[src/hdl/tbfw_pkg.sv]
// shared types and constants for the tape bi-phase frame writer
`default_nettype none
package tbfw_pkg;

    localparam int unsigned LOOKAHEAD_DEPTH_DEF = 8;
    localparam logic [7:0] SPEED_RESET  = 8'd20;
    localparam logic [7:0] SYNC_BYTE    = 8'hE6;
    localparam logic [7:0] HIGH_LEVEL   = 8'hEF;
    localparam logic [7:0] LOW_LEVEL    = 8'h10;
    localparam logic [7:0] PATTERN_BYTE = 8'h55;

    localparam logic CMD_PUSH = 1'b0;
    localparam logic CMD_TICK = 1'b1;

    typedef enum logic [2:0] {
        PH_IDLE,
        PH_PREAMBLE,
        PH_SYNC,
        PH_FETCH,
        PH_DATA
    } t_phase;

    typedef enum logic {
        OP_PUSH,
        OP_TICK
    } t_op_kind;

    typedef struct packed {
        logic       command;
        logic [7:0] data_byte;
        logic       last_byte;
    } t_in_word;

    typedef struct packed {
        logic [7:0] sample;
        logic       sample_valid;
        logic       byte_ready;
        logic       push_rejected;
        logic       file_done;
    } t_out_word;

    // classified word as it sits in the queue between front and back
    typedef struct packed {
        t_op_kind   kind;
        logic [7:0] data;
        logic       last;
    } t_op;

endpackage
`default_nettype wire

[src/hdl/tape_biphase_frame_writer_unit.sv]
// top level of the tape bi-phase frame writer: front queue and back end
// a word passes through the front queue, then the back end registers its result at the output
// throughput: one word per cycle, pushes and ticks alike, while the output is not stalled;
// the back end updates the lookahead store and encoder counters for every word it takes
// reset: synchronous active low; clears control state, speed returns to 20
// the lookahead store holds no reset value and needs no clearing pass
`default_nettype none
module tape_biphase_frame_writer_unit #(
    parameter int unsigned LOOKAHEAD_DEPTH = tbfw_pkg::LOOKAHEAD_DEPTH_DEF
) (
    input  wire                 i_clk,
    input  wire                 i_rst_n,
    input  wire                 i_cfg_we,
    input  wire  [7:0]          i_cfg_wdata,
    input  wire                 i_in_valid,
    output logic                o_in_stall,
    input  tbfw_pkg::t_in_word  i_in_data,
    output logic                o_out_valid,
    input  wire                 i_out_stall,
    output tbfw_pkg::t_out_word o_out_data
);

    logic          q_valid;
    tbfw_pkg::t_op q_op;
    logic          q_pop;

    tbfw_front u_front (
        .i_clk      (i_clk),
        .i_rst_n    (i_rst_n),
        .i_in_valid (i_in_valid),
        .o_in_stall (o_in_stall),
        .i_in_data  (i_in_data),
        .o_q_valid  (q_valid),
        .o_q_op     (q_op),
        .i_q_pop    (q_pop)
    );

    tbfw_back #(
        .LOOKAHEAD_DEPTH (LOOKAHEAD_DEPTH)
    ) u_back (
        .i_clk       (i_clk),
        .i_rst_n     (i_rst_n),
        .i_cfg_we    (i_cfg_we),
        .i_cfg_wdata (i_cfg_wdata),
        .i_q_valid   (q_valid),
        .i_q_op      (q_op),
        .o_q_pop     (q_pop),
        .o_out_valid (o_out_valid),
        .i_out_stall (i_out_stall),
        .o_out_data  (o_out_data)
    );

endmodule
`default_nettype wire

[src/hdl/tbfw_front.sv]
// front end: accepts input words, decodes the command and queues them
`default_nettype none
module tbfw_front (
    input  wire                 i_clk,
    input  wire                 i_rst_n,
    input  wire                 i_in_valid,
    output logic                o_in_stall,
    input  tbfw_pkg::t_in_word  i_in_data,
    output logic                o_q_valid,
    output tbfw_pkg::t_op       o_q_op,
    input  wire                 i_q_pop
);

    tbfw_pkg::t_op r_slot [2];
    logic          r_wr_ptr;
    logic          r_rd_ptr;
    logic [1:0]    r_count;

    tbfw_pkg::t_op n_op;
    logic          wr_en;
    logic          rd_en;

    always_comb begin
        n_op.kind = (i_in_data.command == tbfw_pkg::CMD_TICK) ?
                    tbfw_pkg::OP_TICK : tbfw_pkg::OP_PUSH;
        n_op.data = i_in_data.data_byte;
        n_op.last = i_in_data.last_byte;
    end

    assign o_in_stall = (r_count == 2'd2);
    assign wr_en      = i_in_valid && !o_in_stall;
    assign rd_en      = i_q_pop && (r_count != 2'd0);
    assign o_q_valid  = (r_count != 2'd0);
    assign o_q_op     = r_slot[r_rd_ptr];

    always_ff @(posedge i_clk) begin
        if (!i_rst_n) begin
            r_wr_ptr <= 1'b0;
            r_rd_ptr <= 1'b0;
            r_count  <= 2'd0;
        end else begin
            if (wr_en) begin
                r_wr_ptr <= !r_wr_ptr;
            end
            if (rd_en) begin
                r_rd_ptr <= !r_rd_ptr;
            end
            case ({wr_en, rd_en})
                2'b10:   r_count <= r_count + 2'd1;
                2'b01:   r_count <= r_count - 2'd1;
                default: r_count <= r_count;
            endcase
        end
    end

    always_ff @(posedge i_clk) begin
        if (wr_en) begin
            r_slot[r_wr_ptr] <= n_op;
        end
    end

    a_q_bound: assert property (@(posedge i_clk) disable iff (!i_rst_n)
        r_count <= 2'd2)
        else $error("queue count out of range");

    a_q_ptrs: assert property (@(posedge i_clk) disable iff (!i_rst_n)
        (r_count == 2'd1) |-> (r_wr_ptr != r_rd_ptr))
        else $error("queue pointers disagree with count");

endmodule
`default_nettype wire

[src/hdl/tbfw_back.sv]
// back end: lookahead store, framing sequencer, bi-phase encoder, output register
`default_nettype none
module tbfw_back #(
    parameter int unsigned LOOKAHEAD_DEPTH = tbfw_pkg::LOOKAHEAD_DEPTH_DEF
) (
    input  wire                 i_clk,
    input  wire                 i_rst_n,
    input  wire                 i_cfg_we,
    input  wire  [7:0]          i_cfg_wdata,
    input  wire                 i_q_valid,
    input  tbfw_pkg::t_op       i_q_op,
    output logic                o_q_pop,
    output logic                o_out_valid,
    input  wire                 i_out_stall,
    output tbfw_pkg::t_out_word o_out_data
);

    localparam int unsigned CNT_W = $clog2(LOOKAHEAD_DEPTH + 1);
    localparam int unsigned IDX_W = $clog2(LOOKAHEAD_DEPTH);
    localparam logic [CNT_W-1:0] DEPTH_C = CNT_W'(LOOKAHEAD_DEPTH);

    logic [7:0]          r_store [LOOKAHEAD_DEPTH];
    logic [CNT_W-1:0]    r_count;
    logic                r_last_seen;
    tbfw_pkg::t_phase    r_phase;
    logic                r_pattern;
    logic [7:0]          r_sent;
    logic [7:0]          r_shift;
    logic [2:0]          r_bitpos;
    logic                r_half;
    logic [7:0]          r_repeat_left;
    logic [7:0]          r_speed;
    logic                r_out_valid;
    tbfw_pkg::t_out_word r_out;

    logic [CNT_W-1:0]    n_count;
    logic                n_last_seen;
    tbfw_pkg::t_phase    n_phase;
    logic                n_pattern;
    logic [7:0]          n_sent;
    logic [7:0]          n_shift;
    logic [2:0]          n_bitpos;
    logic                n_half;
    logic [7:0]          n_repeat_left;
    tbfw_pkg::t_out_word n_out;

    logic take;
    logic is_push;
    logic is_tick;
    logic rejected;
    logic do_push;
    logic do_pop;
    logic start_go;
    logic fs_pre;
    logic fs_post;
    logic keep;
    logic drop;
    logic fetch;
    logic pat_new;
    logic [7:0] spd;

    assign take     = i_q_valid && (!r_out_valid || !i_out_stall);
    assign o_q_pop  = take;
    assign is_push  = (i_q_op.kind == tbfw_pkg::OP_PUSH);
    assign is_tick  = (i_q_op.kind == tbfw_pkg::OP_TICK);
    assign rejected = r_last_seen || (r_count >= DEPTH_C);
    assign do_push  = take && is_push && !rejected;

    // start of file: decide whether a leading sync byte is dropped and which preamble
    assign start_go = (r_phase == tbfw_pkg::PH_IDLE) && (r_count != '0) &&
                      ((r_count >= CNT_W'(5)) || r_last_seen);
    assign fs_pre   = (r_count >= CNT_W'(4)) &&
                      (r_store[0] == tbfw_pkg::SYNC_BYTE) &&
                      (r_store[1] == tbfw_pkg::SYNC_BYTE) &&
                      (r_store[2] == tbfw_pkg::SYNC_BYTE) &&
                      (r_store[3] == tbfw_pkg::SYNC_BYTE);
    assign fs_post  = (r_count >= CNT_W'(5)) &&
                      (r_store[1] == tbfw_pkg::SYNC_BYTE) &&
                      (r_store[2] == tbfw_pkg::SYNC_BYTE) &&
                      (r_store[3] == tbfw_pkg::SYNC_BYTE) &&
                      (r_store[4] == tbfw_pkg::SYNC_BYTE);
    assign keep     = (r_count >= CNT_W'(5)) && fs_pre &&
                      (r_store[4] != tbfw_pkg::SYNC_BYTE);
    assign drop     = start_go && (r_store[0] == tbfw_pkg::SYNC_BYTE) && !keep;
    assign pat_new  = drop ? fs_post : fs_pre;
    assign fetch    = (r_phase == tbfw_pkg::PH_FETCH) && (r_count != '0);
    assign do_pop   = take && is_tick && (drop || fetch);
    assign spd      = (r_speed == 8'd0) ? 8'd1 : r_speed;

    always_comb begin
        logic [7:0]       rl_load;
        logic [2:0]       bp_next;
        logic [7:0]       sent_next;
        tbfw_pkg::t_phase ph_e;

        n_count       = r_count;
        n_last_seen   = r_last_seen;
        n_phase       = r_phase;
        n_pattern     = r_pattern;
        n_sent        = r_sent;
        n_shift       = r_shift;
        n_bitpos      = r_bitpos;
        n_half        = r_half;
        n_repeat_left = r_repeat_left;
        n_out         = '0;
        rl_load       = 8'd0;
        bp_next       = 3'd0;
        sent_next     = 8'd0;
        ph_e          = r_phase;

        if (is_push) begin
            if (rejected) begin
                n_out.push_rejected = 1'b1;
            end else begin
                n_count = r_count + CNT_W'(1);
                if (i_q_op.last) begin
                    n_last_seen = 1'b1;
                end
            end
        end else begin
            if (start_go) begin
                ph_e          = tbfw_pkg::PH_PREAMBLE;
                n_sent        = 8'd0;
                n_pattern     = pat_new;
                n_shift       = pat_new ? tbfw_pkg::PATTERN_BYTE : 8'd0;
                n_bitpos      = 3'd0;
                n_half        = 1'b0;
                n_repeat_left = 8'd0;
                if (drop) begin
                    n_count = r_count - CNT_W'(1);
                end
            end else if (fetch) begin
                ph_e          = tbfw_pkg::PH_DATA;
                n_shift       = r_store[0];
                n_bitpos      = 3'd0;
                n_half        = 1'b0;
                n_repeat_left = 8'd0;
                n_count       = r_count - CNT_W'(1);
            end
            n_phase = ph_e;

            if (ph_e inside {tbfw_pkg::PH_PREAMBLE, tbfw_pkg::PH_SYNC,
                             tbfw_pkg::PH_DATA}) begin
                n_out.sample_valid = 1'b1;
                n_out.sample = (n_shift[7] != n_half) ?
                               tbfw_pkg::HIGH_LEVEL : tbfw_pkg::LOW_LEVEL;
                rl_load = (n_repeat_left == 8'd0) ? spd : n_repeat_left;
                n_repeat_left = rl_load - 8'd1;
                if (n_repeat_left == 8'd0) begin
                    if (!n_half) begin
                        n_half = 1'b1;
                    end else begin
                        n_half   = 1'b0;
                        n_shift  = {n_shift[6:0], 1'b0};
                        bp_next  = n_bitpos + 3'd1;
                        n_bitpos = bp_next;
                        if (bp_next == 3'd0) begin
                            if (ph_e == tbfw_pkg::PH_PREAMBLE) begin
                                sent_next = n_sent + 8'd1;
                                n_sent    = sent_next;
                                if (sent_next == 8'd0) begin
                                    n_phase = tbfw_pkg::PH_SYNC;
                                    n_shift = tbfw_pkg::SYNC_BYTE;
                                end else begin
                                    // pattern alternates every 64 bytes
                                    n_shift = (n_pattern && !sent_next[6]) ?
                                              tbfw_pkg::PATTERN_BYTE : 8'd0;
                                end
                            end else if ((n_count == '0) && r_last_seen) begin
                                n_out.file_done = 1'b1;
                                n_count     = '0;
                                n_last_seen = 1'b0;
                                n_phase     = tbfw_pkg::PH_IDLE;
                                n_pattern   = 1'b0;
                                n_sent      = 8'd0;
                                n_shift     = 8'd0;
                                n_bitpos    = 3'd0;
                            end else begin
                                n_phase = tbfw_pkg::PH_FETCH;
                            end
                        end
                    end
                end
            end
        end

        n_out.byte_ready = !n_last_seen && (n_count < DEPTH_C);
    end

    always_ff @(posedge i_clk) begin
        if (!i_rst_n) begin
            r_count       <= '0;
            r_last_seen   <= 1'b0;
            r_phase       <= tbfw_pkg::PH_IDLE;
            r_pattern     <= 1'b0;
            r_sent        <= 8'd0;
            r_shift       <= 8'd0;
            r_bitpos      <= 3'd0;
            r_half        <= 1'b0;
            r_repeat_left <= 8'd0;
            r_speed       <= tbfw_pkg::SPEED_RESET;
            r_out_valid   <= 1'b0;
        end else begin
            if (i_cfg_we) begin
                r_speed <= i_cfg_wdata;
            end
            if (take) begin
                r_count       <= n_count;
                r_last_seen   <= n_last_seen;
                r_phase       <= n_phase;
                r_pattern     <= n_pattern;
                r_sent        <= n_sent;
                r_shift       <= n_shift;
                r_bitpos      <= n_bitpos;
                r_half        <= n_half;
                r_repeat_left <= n_repeat_left;
                r_out_valid   <= 1'b1;
            end else if (!i_out_stall) begin
                r_out_valid <= 1'b0;
            end
        end
    end

    // lookahead store: written at the fill level, shifted down on a pop
    always_ff @(posedge i_clk) begin
        if (do_push) begin
            r_store[r_count[IDX_W-1:0]] <= i_q_op.data;
        end else if (do_pop) begin
            for (int k = 0; k < LOOKAHEAD_DEPTH - 1; k++) begin
                r_store[k] <= r_store[k+1];
            end
        end
    end

    always_ff @(posedge i_clk) begin
        if (take) begin
            r_out <= n_out;
        end
    end

    assign o_out_valid = r_out_valid;
    assign o_out_data  = r_out;

    a_count_bound: assert property (@(posedge i_clk) disable iff (!i_rst_n)
        r_count <= DEPTH_C)
        else $error("lookahead count exceeds depth");

    a_sample_level: assert property (@(posedge i_clk) disable iff (!i_rst_n)
        (r_out_valid && r_out.sample_valid) |->
        ((r_out.sample == tbfw_pkg::HIGH_LEVEL) || (r_out.sample == tbfw_pkg::LOW_LEVEL)))
        else $error("sample is not a line level");

    a_done_with_sample: assert property (@(posedge i_clk) disable iff (!i_rst_n)
        (r_out_valid && r_out.file_done) |-> (r_out.sample_valid && !r_out.push_rejected))
        else $error("file done without a sample");

    a_idle_clean: assert property (@(posedge i_clk) disable iff (!i_rst_n)
        (r_phase == tbfw_pkg::PH_IDLE) |-> ((r_repeat_left == 8'd0) && !r_half))
        else $error("encoder state left over while idle");

endmodule
`default_nettype wire

[config.mk]
export PLATFORM = sky130hd
export DESIGN_NAME = tape_biphase_frame_writer_unit
export DESIGN_NICKNAME = d
export VERILOG_FILES = /design/src/hdl/tbfw_pkg.sv /design/src/hdl/tape_biphase_frame_writer_unit.sv /design/src/hdl/tbfw_front.sv /design/src/hdl/tbfw_back.sv
export SDC_FILE = /design/constraint.sdc
export NUM_CORES = 1
export LEC_CHECK = 0
export BUFFER_PORTS_ARGS = -buffer_cell sky130_fd_sc_hd__buf_4
export CELL_PAD_IN_SITES_DETAIL_PLACEMENT = 1
export CELL_PAD_IN_SITES_GLOBAL_PLACEMENT = 2
export CORE_ASPECT_RATIO = 1.25
export CORE_MARGIN = 2
export CORE_UTILIZATION = 46
export CTS_BUF_LIST = sky130_fd_sc_hd__clkbuf_4 sky130_fd_sc_hd__clkbuf_8
export CTS_CLUSTER_SIZE = 20
export DETAILED_ROUTE_END_ITERATION = 6
export GPL_TIMING_DRIVEN = 1
export PLACE_DENSITY = 0.95
export SYNTH_ARGS = -nofsm -noshare
export SYNTH_HDL_FRONTEND = slang
export SYNTH_SLANG_ARGS = --single-unit
[constraint.sdc]
create_clock -name i_clk -period 9.85 [get_ports i_clk]
set_clock_uncertainty 0.2 [all_clocks]
set_input_delay 0.985 -clock i_clk [delete_from_list [all_inputs] [get_ports i_clk]]
set_output_delay 0.985 -clock i_clk [all_outputs]
set_load 0.005 [all_outputs]
# == Word level (Yosys, flattened, before mapping) ==
# Memories as Yosys holds them, arrays and structs flattened. A register that Yosys moved wholly into a read port is not among the register bits.
# Index checks and enable logic that the tools add are counted.
# op_classes
add_sub_neg,7
magnitude_cmp,4
eq_ne,15
muxes,101
bitwise_logic,5
n_reduce_logical,53
# ops
op,n
8-bit two-way mux,26
3-bit two-way mux,19
4-bit two-way mux,12
"8-bit == test, second input constant",5
1-bit two-way mux,40
8-bit logical NOT,4
1-bit logical AND,25
7-bit two-way mux,2
1-bit logical NOT,9
"8-bit by 1-bit adder with 8-bit output, second input constant",1
"4-bit by 3-bit >= comparator with 1-bit output, second input constant",2
"8-bit inequality test, second input constant",1
8-bit OR reduction,1
"8-bit by 1-bit subtractor with 8-bit output, second input constant",1
"3-bit by 2-bit == test with 1-bit output, second input constant",2
3-bit logical NOT,2
6-bit OR reduction,1
1-bit NOT,5
"4-bit by 1-bit adder with 4-bit output, second input constant",1
"2-bit == test, second input constant",2
"4-bit >= comparator, second input constant",1
4-bit logical NOT,1
1-bit logical OR,4
"4-bit < comparator, second input constant",1
other kinds (15),17
# word_totals
reg_bits,62
ramBits,84
in_bits,23
output_inout_bits,14
memories,2
# memory_table
memory,words,width,read_ports,rd_ports_with_merged_regs,wr,line,text
u_back.r_store,8,8,8,0,7,tbfw_back.sv:22,logic [7:0] r_store [LOOKAHEAD_DEPTH];
u_front.r_slot,2,10,1,1,1,tbfw_front.sv:14,tbfw_pkg::t_op r_slot [2];

# == Longest topological paths before layout ==
# An unclocked memory read counts as a cell.
# logic_depth
word_depth,24
depth_mapped,19

# == By module ==
# Synthesis repeated with hierarchy kept, for this count alone.
# hier_totals
cells_unflattened,713
area_unflattened_um2,6976.7
# modules_own_cells
module,n_inst,cells_each,area_per_inst_um2,seq_area_each_um2
tbfw_back,1,656,6019.5,3022.9
tbfw_front,1,57,957.2,700.7

# == Least setup slack after synthesis ==
# No wires, ideal clock.
# synth_path
kind,flip-flop to flip-flop
from,register u_back.r_count[0]
to,register u_back.r_sent[2]
setup_ps,87
arrival_ps,4492
required_ps,9563
slack_ps,5071
stages_incl_launch_ff,19
n_path_buf,2
period_less_slack_ps,4779
cell_sequence,dfxtp_1 > inv_1 > ha_1 > nor3b_1 > or3_1 > o21ai_0 > nor2_1 > nor2_1 > a21oi_1 > ha_1 > clkbuf_1 > nand2_1 > a2111oi_0 > nor4_4 > or2_1 > or3_1 > buf_2 > o31a_1 > o31ai_1
# synth_between
elab_chain_cells,20
word_cells_on_any_way,54
cone_classes,4 x add/sub; 2 x order compare; 3 x eq/ne; 25 x mux; 20 x reduce/logical
# synth_lines
item,line,text
"start, declared",tbfw_back.sv:23,logic [CNT_W-1:0] r_count;
"start signal, assigned",tbfw_back.sv:208,r_count <= n_count;
"parallel branches: the longest is 19 deep, another holds 8-bit by 1-bit subtractor with 8-bit output",--,
8-bit two-way mux *,tbfw_back.sv:142,"if (ph_e inside {tbfw_pkg::PH_PREAMBLE, tbfw_pkg::PH_SYNC,"
"end signal, assigned",tbfw_back.sv:212,r_sent <= n_sent;
"end, declared",tbfw_back.sv:27,logic [7:0] r_sent;
# Mark *: on every way between the ends. The select of a mux whose other input is x is not followed.
# A chain may end at the register's enable or synchronous reset.

# == Worst setup path in the final report ==
# layout_path
from,register u_back.r_count[1]
to,register u_back.r_shift[6]
# layout_between
elab_chain_cells,20
word_cells_on_any_way,70
cone_classes,4 x add/sub; 2 x order compare; 3 x eq/ne; 34 x mux; 27 x reduce/logical
# layout_lines
item,line,text
"parallel branches: the longest is 19 deep, another holds 8-bit by 1-bit adder with 8-bit output",--,
8-bit two-way mux *,tbfw_back.sv:142,
"end signal, assigned",tbfw_back.sv:213,r_shift <= n_shift;
"end, declared",tbfw_back.sv:28,logic [7:0] r_shift;
# Marked as above.

==> flow_summary.ini <==
[worst_setup_path]
critical-path-max-stage-delay_ps = 750
cp_top_family = simple AND/OR/NAND/NOR gates
start_kind = flop
path_class = reg -> reg
slowest_stage = a2111oi_0
cp_num_buf_inv = 2
cp.arrival_ps = 5940
crit_chain = inv_1 -> ha_1 -> nor3b_1 -> or3_1 -> o21ai_0 -> buf_4 -> nor2_1 -> nor2_1 -> a21oi_1 -> ha_1 -> nand2_1 -> a2111oi_0 -> nor4_4 -> or2_1 -> nor3_4 -> o221ai_1 -> a32o_1
cp-end-kind = flop
crit_path_max_fanout = 18
cp.required_ps = 10000
worst-r2r-setup-slack_ps = 4060

[timing]
slew_headroom_pct = 13.2
slew_violations = 0
setup_slack_ps = 4060
max_freq_mhz = 173
fin_crit_sh_pct = 58.8
tns_ps = 0
finalHoldViolations = 0
rsz0062_at_grt = no
worstMarginPinSlew_ps = 1300
min_period_ps = 5790
finalSetupViolCount = 0

[global_route]
overflow = 0
grt_pass1_vias = 5816
antenna_found_initial = 0
grt_max_degree = 72
grt_usage_pct = 24.1
top_usage_layer = met2
use_met3_pct = 3.65
grt_pass1_wl_mm = 30.7
met1_usage_pct = 28.5
met2_usage_pct = 43.8

[drt]
drt_wl_total_mm = 18.6
wire_per_inst_um = 20.6
avgViaCountPerCell = 6.00
drt_iter0_drc = 349
detail_route.drc_violations = 0
via_count = 5433
ant_nets = 0
first_pass_iters = 5

[run]
drv_cap = 0

[power]
worst_ir_drop_vdd_uv = 152
p_sw_share_pct = 31.8
seqPwrFrac_pct = 46.2
pwr-share-comb_pct = 23.8
pwr-share-clk_pct = 30.0
power.total_mw = 1.63
p_sw_uw = 519
p_per_area_nw_per_um2 = 206
intPower_mw = 1.11
p_leak_nw = 2.75

[clocking]
cts_setup_buffers = 0
clock_path_buffers = 2
cts.sinks = 141
hold_buffers = 0
cts_made_buffers = 17
clk_latency_ps = 460
clk_pin_slew_worst_paths_ps = 90
cts_resized = 0
htree_levels = 4
root_buffer = clkbuf_8
cts_tree = done

[placement]
globalplace.congestion = 0.889
placed_cell_area_um2 = 7480
dpl.hpwl_mm = 13.4
portBuffers = 36
place_ws_ps = 4190

[synthesis]
syn_area_per_cell_um2 = 10.7
synth_ff_type = edfxtp_1
syn-cell-area_um2 = 7110
yosysTopAreaCell = edfxtp_1
synth.top_cell.area_share_pct = 38.0
post-synth-top-count-cell = edfxtp_1
syn_nets = 698
synth_cell_type_count = 82
synthTopCellsByCount = edfxtp_1 (90), o21a_1 (62), nand2_1 (52)
yosysSeqAreaShare_pct = 52.3
netlist_instances = 666
ys_warn_count = 0
synth_seq_cells = 141
synth_edf_count = 90
synthArstFlopShare_pct = 0
synth.area.top_cells = edfxtp_1 (38%), dfxtp_1 (14%), o21a_1 (6.5%)

[floorplan]
start_util_pct = 47.2
core-area_um2 = 15100
die_w_um = 115
io_pins = 37
rows = 50
fp.dieH_um = 143
die_area_um2 = 16500

[finish]
nets = 717
area_delta_synth_final_pct = 11.0
drive_gt1_share_pct = 15.3
n_antenna_cell = 0
nFillCells = 1636
fin_area_um2 = 7900

[worst_hold_path]
min_path_type = reg -> reg

[run_status]
status = completed
## registers in the layout, indices dropped and copies added (netlist names), named ones only
signal / count
u_back.r_shift: 8
u_back.r_last_seen: 1
u_back.o_out_valid: 1
u_back.r_store: 64
u_back.o_out_data: 6
u_front.r_rd_ptr: 1
u_back.r_sent: 8
u_back.r_pattern: 1
u_back.r_bitpos: 3
u_back.r_count: 4
u_back.r_half: 1
u_back.r_speed: 8
u_front.r_slot: 20
u_back.r_phase: 3
u_back.r_repeat_left: 8
u_front.r_wr_ptr: 1
u_front.r_count: 2
## metal layers
| layer | share of wire, % | up-vias |
|---|---|---|
| li1 | - | 2568 |
| met1 | 41 | 2737 |
| met2 | 54 | 97 |
| met3 | 2.9 | 31 |
| met4 | 2.3 | 0 |
| met5 | 0 | - |
## cell families after synthesis
family | count (synthesis) | share of synthesized area, %
buffers and inverters | 52 | 3.54
DFF | 141 | 52.3
xor gates and xnor gates | 10 | 1.23
and+or+nand+nor | 214 | 16.7
muxes | 22 | 3.13
adders and majority gates | 9 | 1.58
AOI/OAI and AO/OA | 218 | 21.4
## per-stage QoR
step           hold slack [ps]  std cells  util (%)
2_1_floorplan              232        666         -
6_report                   266        906      52.4
3_5_place_dp               255        874      49.6
5_1_grt                    294        906      52.4
3_3_place_gp               241        874      49.6
4_1_cts                    267        906      52.3
## final timing paths
kind                                         start                  to  cells past startpoint
worst max register to register   u_back.r_count[1]   u_back.r_shift[6]                     17
worst max-delay path             u_back.r_count[1]   u_back.r_shift[6]                     17
worst min register to register  u_back.r_bitpos[0]  u_back.r_bitpos[0]                      1
worst min-delay path            u_back.r_bitpos[0]  u_back.r_bitpos[0]                      1
## power by group through the flow
stage          sequential, mW  combinational, mW  clock, mW
6_report                0.753              0.388      0.488
5_1_grt                 0.759              0.430      0.518
2_1_floorplan           0.746              0.282          0
4_1_cts                 0.753              0.393      0.495
3_3_place_gp            0.761              0.364          0
3_5_place_dp            0.766              0.388          0
## layout by cell type, fill, tap and decap left out, types with 3 or more instances in the layout
| master | netlist | final |
|---|---|---|
| edfxtp_1 | 90 | 90 |
| o21a_1 | 62 | 62 |
| nand2_1 | 52 | 51 |
| dfxtp_1 | 51 | 51 |
| nor2_1 | 47 | 47 |
| buf_4 | 7 | 43 |
| a21oi_1 | 41 | 41 |
| o21ai_0 | 38 | 38 |
| mux2i_1 | 20 | 20 |
| clkbuf_8 | 2 | 18 |
| nand3_1 | 17 | 17 |
| nor3_1 | 16 | 16 |
| and2_1 | 12 | 12 |
| inv_1 | 9 | 9 |
| ha_1 | 9 | 9 |
| and3_1 | 8 | 8 |
| nand2b_1 | 7 | 7 |
| nand4_1 | 7 | 7 |
| a211oi_1 | 7 | 7 |
| a31oi_1 | 6 | 6 |
| o31ai_1 | 7 | 6 |
| inv_6 | 0 | 6 |
| xor2_1 | 5 | 5 |
| nor4_1 | 5 | 5 |
| or3_1 | 5 | 5 |
| a22oi_1 | 5 | 5 |
| o211ai_1 | 5 | 5 |
| xnor2_1 | 5 | 5 |
| o22ai_1 | 4 | 4 |
| a221oi_1 | 4 | 4 |
| nor4bb_1 | 4 | 4 |
| clkinvlp_4 | 0 | 4 |
| and3_2 | 3 | 3 |
| o211a_1 | 3 | 3 |
| nor2b_1 | 3 | 3 |
| nor3b_1 | 3 | 3 |
| or4_1 | 3 | 3 |
## worst reg2reg max path, cell delays in order, from the launching register on
cell,delay [ps]
dfxtp_1,400
inv_1,170
ha_1,270
nor3b_1,530
or3_1,280
o21ai_0,120
buf_4,210
nor2_1,430
nor2_1,100
a21oi_1,260
ha_1,370
nand2_1,110
a2111oi_0,750
nor4_4,80
or2_1,320
nor3_4,590
o221ai_1,250
a32o_1,260
## area by class of cell
cell class | count | area (um^2) | area share (%)
Clock buffer | 19 | 255 | 3.23
Clock inverter | 13 | 154 | 1.95
Inverter | 9 | 33.8 | 0.428
Multi-Input combinational cell | 473 | 3150 | 39.9
Sequential cell | 141 | 3720 | 47.2
Tap cell | 208 | 260 | 3.30
Timing Repair Buffer | 43 | 323 | 4.09
No activity file was read; power rests on OpenSTA's default activity.
